===== config.mk =====
export PLATFORM = sky130hd
export DESIGN_NAME = fsr_mul
export DESIGN_NICKNAME = d
export VERILOG_FILES = /design/src/hdl/fsr_pkg.sv /design/src/hdl/fsr_mul.sv
export SDC_FILE = /design/constraint.sdc
export NUM_CORES = 2
export LEC_CHECK = 0
export ABC_AREA = 0
export BUFFER_PORTS_ARGS = -buffer_cell sky130_fd_sc_hd__buf_2
export CAP_MARGIN = 15
export CORE_ASPECT_RATIO = 0.5
export CORE_UTILIZATION = 60
export DETAILED_ROUTE_END_ITERATION = 8
export PLACE_DENSITY = 0.89
export SYNTH_ARGS = -nofsm -noshare
export SYNTH_HDL_FRONTEND = slang
export SYNTH_SLANG_ARGS = --single-unit

===== constraint.sdc =====
create_clock -name clk -period 16.22 [get_ports clk]
set_input_delay 3.244 -clock clk [delete_from_list [all_inputs] [get_ports clk]]
set_output_delay 3.244 -clock clk [all_outputs]
set_load 0.1 [all_outputs]

===== src/hdl/fsr_pkg.sv =====
// Shared constants, types and helpers for the Frechet segment reachability block.
`default_nettype none

package fsr_pkg;

  // Width of the squared threshold register.
  localparam int EPS_BITS = 33;

  // Configuration register indexes.
  localparam int CFG_IDX_W = 3;
  localparam logic [CFG_IDX_W-1:0] REG_SEG_START_X = 3'd0;
  localparam logic [CFG_IDX_W-1:0] REG_SEG_START_Y = 3'd1;
  localparam logic [CFG_IDX_W-1:0] REG_SEG_END_X   = 3'd2;
  localparam logic [CFG_IDX_W-1:0] REG_SEG_END_Y   = 3'd3;
  localparam logic [CFG_IDX_W-1:0] REG_EPSILON_SQ  = 3'd4;
  localparam logic [CFG_IDX_W-1:0] REG_START_INDEX = 3'd5;

  // Result codes.
  typedef logic [1:0] outcome_t;
  localparam outcome_t OUT_NEW  = 2'd0;
  localparam outcome_t OUT_KEPT = 2'd1;
  localparam outcome_t OUT_DEAD = 2'd2;

  // Digit width of the shared multiplier.
  localparam int MUL_DIGIT = 16;

  function automatic int max3(input int a, input int b, input int c);
    int m;
    m = a;
    if (b > m) m = b;
    if (c > m) m = c;
    return m;
  endfunction

endpackage

`default_nettype wire


===== src/hdl/fsr_mul.sv =====
// Iterative signed multiplier, one digit of the second operand per cycle.
`default_nettype none

module fsr_mul #(
  parameter int MW = 76
) (
  input  wire logic                 clk,
  input  wire logic                 rst_n,
  input  wire logic                 start,
  input  wire logic signed [MW-1:0] a,
  input  wire logic signed [MW-1:0] b,
  output logic                      done,
  output logic signed [2*MW-1:0]    p
);
  import fsr_pkg::*;

  localparam int DG   = MUL_DIGIT;
  localparam int NDIG = (MW + DG - 1) / DG;
  localparam int BW   = NDIG * DG;
  localparam int AW   = MW + BW;
  localparam int CNW  = $clog2(NDIG + 1);

  typedef enum logic {M_IDLE, M_RUN} mstate_t;

  mstate_t          state_r;
  logic [CNW-1:0]   cnt_r;
  logic             done_r;
  logic             neg_r;
  logic [MW-1:0]    am_r;
  logic [BW-1:0]    bs_r;
  logic [AW-1:0]    acc_r;

  logic [MW-1:0]    a_mag;
  logic [MW-1:0]    b_mag;
  logic [MW+DG-1:0] pp;
  logic [MW+DG-1:0] t;
  logic [AW-1:0]    acc_nxt;

  assign a_mag   = a[MW-1] ? MW'(-a) : a;
  assign b_mag   = b[MW-1] ? MW'(-b) : b;
  assign pp      = am_r * bs_r[DG-1:0];
  assign t       = pp + {{DG{1'b0}}, acc_r[AW-1:BW]};
  assign acc_nxt = {t, acc_r[BW-1:DG]};

  always_ff @(posedge clk) begin
    if (!rst_n) begin
      state_r <= M_IDLE;
      cnt_r   <= '0;
      done_r  <= 1'b0;
    end else begin
      done_r <= 1'b0;
      case (state_r)
        M_IDLE: begin
          if (start) begin
            am_r    <= a_mag;
            bs_r    <= BW'(b_mag);
            acc_r   <= '0;
            neg_r   <= a[MW-1] ^ b[MW-1];
            cnt_r   <= CNW'(NDIG);
            state_r <= M_RUN;
          end
        end
        M_RUN: begin
          acc_r <= acc_nxt;
          bs_r  <= bs_r >> DG;
          cnt_r <= cnt_r - 1'b1;
          if (cnt_r == CNW'(1)) begin
            done_r  <= 1'b1;
            state_r <= M_IDLE;
          end
        end
        default: state_r <= M_IDLE;
      endcase
    end
  end

  assign done = done_r;
  assign p    = neg_r ? -$signed(acc_r[2*MW-1:0]) : $signed(acc_r[2*MW-1:0]);

endmodule

`default_nettype wire


==> results.md <==
- Maxcap violations: 0
- Total routed wirelength: 174000 um
- Maximum net fanout on the critical path: 7
- Clk buf depth: 3
- Count of hold buffers inserted by post-cts repair: 0
- Post-synth EDFFs: 309
- Initial antenna violation count: 16
- Number of clock buffers inserted by TritonCTS: 36
- Share of flip-flops with an asynchronous set or reset: 0%
- Ratio of cells with drive above 1 in the final layout: 6.801%
- Final Setup Violations: 0
- RSZ-0062 raised after global routing: false
- Largest incremental delay on the critical path: 0.98 ns
- Deepest level of the CTS H-tree: 2
- Total number of yosys warnings: 0
- Largest net degree at the start of global routing: 178
- Flip-flop and latch count after synthesis: 314
- DRC violations left: 0
- Gate count of the mapped netlist: 6577
- Die Span Y: 221.9 um
- Share of the clock period used by the worst path after layout: 58.34%
- Area leader, netlist: fa_1
- Buf+Inv Stages, Crit Path: 1
- Net count of the mapped netlist: 8013
- Register clock-pin slew on the reported worst setup and hold paths: 0.07 ns
- Top-area cell type share of the netlist area: 38.30%
- Number of antenna-violating nets in the routed design: 0
- Min Hold Slack: 0.5035 ns
- Simple-gate area share of the yosys netlist: 17.01%
- Compound-Gate Fraction of Synth Area: 7.231%
- RD Place Congestion: 1.041
- Hold WC Path Type: reg2reg
- Adder-cell share of the synthesized area: 41.99%
- Start-to-end type of the worst setup path: reg2out
- Cell breakdown of the critical path: or4_1, or4_1, nor4b_1, nand2_1, or4_1, or2_1, or4_1, o41ai_1, xnor2_1, buf_2
- Synthesized area: 58020 um2
- Xor/xnor cell area share of the yosys netlist: 5.631%
- Critical path data required time: 12.98 ns
- Most common cell type on the critical path: or4_1
- Post-layout instance area: 61560 um2
- Final-layout setup total negative slack: 0 ns
- Standard cell core area: 95590 um2
- Fin. max-slew vios: 0
- Layout area overhead: 6.101%
- GRT Util Overall: 36.32%
- Number of global-route vias before repair: 49330
- TritonCTS clock tree: yes
- Most common cell after layout, fill and taps aside: inv_1
- Mux cell area share after synthesis: 0.1445%
- Clock tree sinks: 314
- Cell family contributing the most delay on the critical path: simple AND/OR/NAND/NOR gates
- Total gr overflow: 0
- Worst Tran Pin Value: 1.347 ns
- DP HPWL: 135200 um
- Cell Rows: 80
- Number of library cell types mapped by synthesis: 73
- Highest-count cells in the layout ignoring fill and taps: inv_1 (1490), nand2_1 (1176), fa_1 (1110), and2_1 (397), edfxtp_1 (309)
- Worst Setup Slack post-DPL: 7.523 ns
- Time the final worst path needs with I/O delays and setup: 9.462 ns
- Crit path max-delay cell type: o41ai_1
- Global-route wire length before repair: 275200 um
- Per-cell via count in the routed design: 5.980
- Via total after detailed routing: 47510
- Relative max-transition margin: 9.273%
- Boundary pin count: 308
- Placed cell area: 60310 um2
- WP data arrival: 6.22 ns
- Die Outline Area: 98020 um2
- Skew-Pair Late Insertion Delay: 0.62 ns
- Initial core utilization: 60.70%
- Result of the run: completed
- Average cell area after synthesis: 8.822 um2
- Initial DRT Pass Iterations: 7
- Nature of the critical path endpoint: primary output
- Top cells by area, synth: fa_1 (38%), edfxtp_1 (16%), inv_1 (9.6%), nand2_1 (7.6%), and2_1 (4.3%)
- Number of hold-slack violations in the final timing report: 0
- Fmax achieved: 105.7 MHz
- Number of DRC markers after the initial detailed-route iteration: 6094
- CTS-repair resized insts: 0
- Final routed wire length divided by cell count: 21.90 um
- Startpoint type of the worst setup path: register
- Floorplan die width: 441.8 um
- Worst clock skew on the final layout: 0.03035 ns
- Final setup slack of the worst path: 6.758 ns
- Clk Tree Root Cell: clkbuf_16
- Most frequently used flop master after synthesis: edfxtp_1
- Number of buffer cells added on primary ports: 307
- Number of buffers inserted to repair setup after CTS: 0
- Largest family of logic cells by synthesized area: adder cells
- Post-synthesis sequential area ratio: 16.17%
- Nets@finish: 8072
-- Yosys cell counts (all sizes together), types with 13 or more instances --
cell	n
xor2	108
nand2b	27
or2	23
nand4	58
or4	42
o41ai	47
nand3	35
o31ai	94
inv	1491
nor2	184
or3	58
edfxtp	309
and2	397
a21oi	136
nand2	1176
a21o	39
ha	171
clkbuf	316
nor4	23
buf	13
o21bai	25
a211oi	16
nor3	55
o21ai	234
o21a	18
xnor2	265
fa	1110
-- kinds of logic after synthesis --
family	count (synthesis)
flops	314
mux	8
compound gates	665
buf+inv	1821
fa+ha+maj	1281
xor+xnor	373
simple gates	2115
-- state kept, by name, summed over array words and instances, names as in the netlist --
name / flops
acc_r: 156
am_r: 76
state_r: 1
cnt_r: 3
done: 1
neg_r: 1
bs_r: 76
-- worst paths after layout --
| check | start | end | slack, ns | cells after the start |
|---|---|---|---|---|
| worst min register to register | cnt_r[2] | done | 0.50 | 1 |
| worst max register to register | bs_r[14] | acc_r[145] | 7.34 | 22 |
| worst min-delay path | cnt_r[2] | done | 0.50 | 1 |
| worst max-delay path | acc_r[22] | p[146] | 6.76 | 10 |
-- layer usage --
metal | routed length [um] | GRT usage (%) | vias up
li1 | - | - | 20040
met1 | 63180 | 48.08 | 23520
met2 | 78870 | 56.30 | 3291
met3 | 21240 | 8.569 | 660
met4 | 10660 | 18.66 | 4
met5 | 26 | 0 | -
-- cell type report --
cell class              count  area, um2
diodes                     12      30.03
clock buffers              41      929.6
repair buffers            350       1947
clock inverters            22      287.8
flip-flops and latches    314       9383
multi-input cells        4442      41790
fillers                  7332      34030
well taps                1271       1590
inverters                1492       5602
-- per-stage QoR --
stage                     std cells  util [%]
final                          7944     64.40
after global routing           7943     64.40
after CTS                      7932     64.37
after detailed placement       7869     63.09
after global placement         7869     63.09
after floorplan                6577         -
-- worst reg2reg max path, delay by kind of cell (launching register included) --
| family | cells | cell delay (ns) |
|---|---|---|
| multiplexers | 1 | 0.24 |
| buffers and inverters | 4 | 0.79 |
| adder cells (fa/ha/maj) | 7 | 3.65 |
| AO/OA/AOI/OAI | 6 | 2.80 |
| flip-flops | 1 | 0.32 |
| AND/OR/NAND/NOR | 4 | 0.90 |
Power is not shown: default switching activity piles up to over one toggle a cycle in this logic, so the estimate is an artifact.
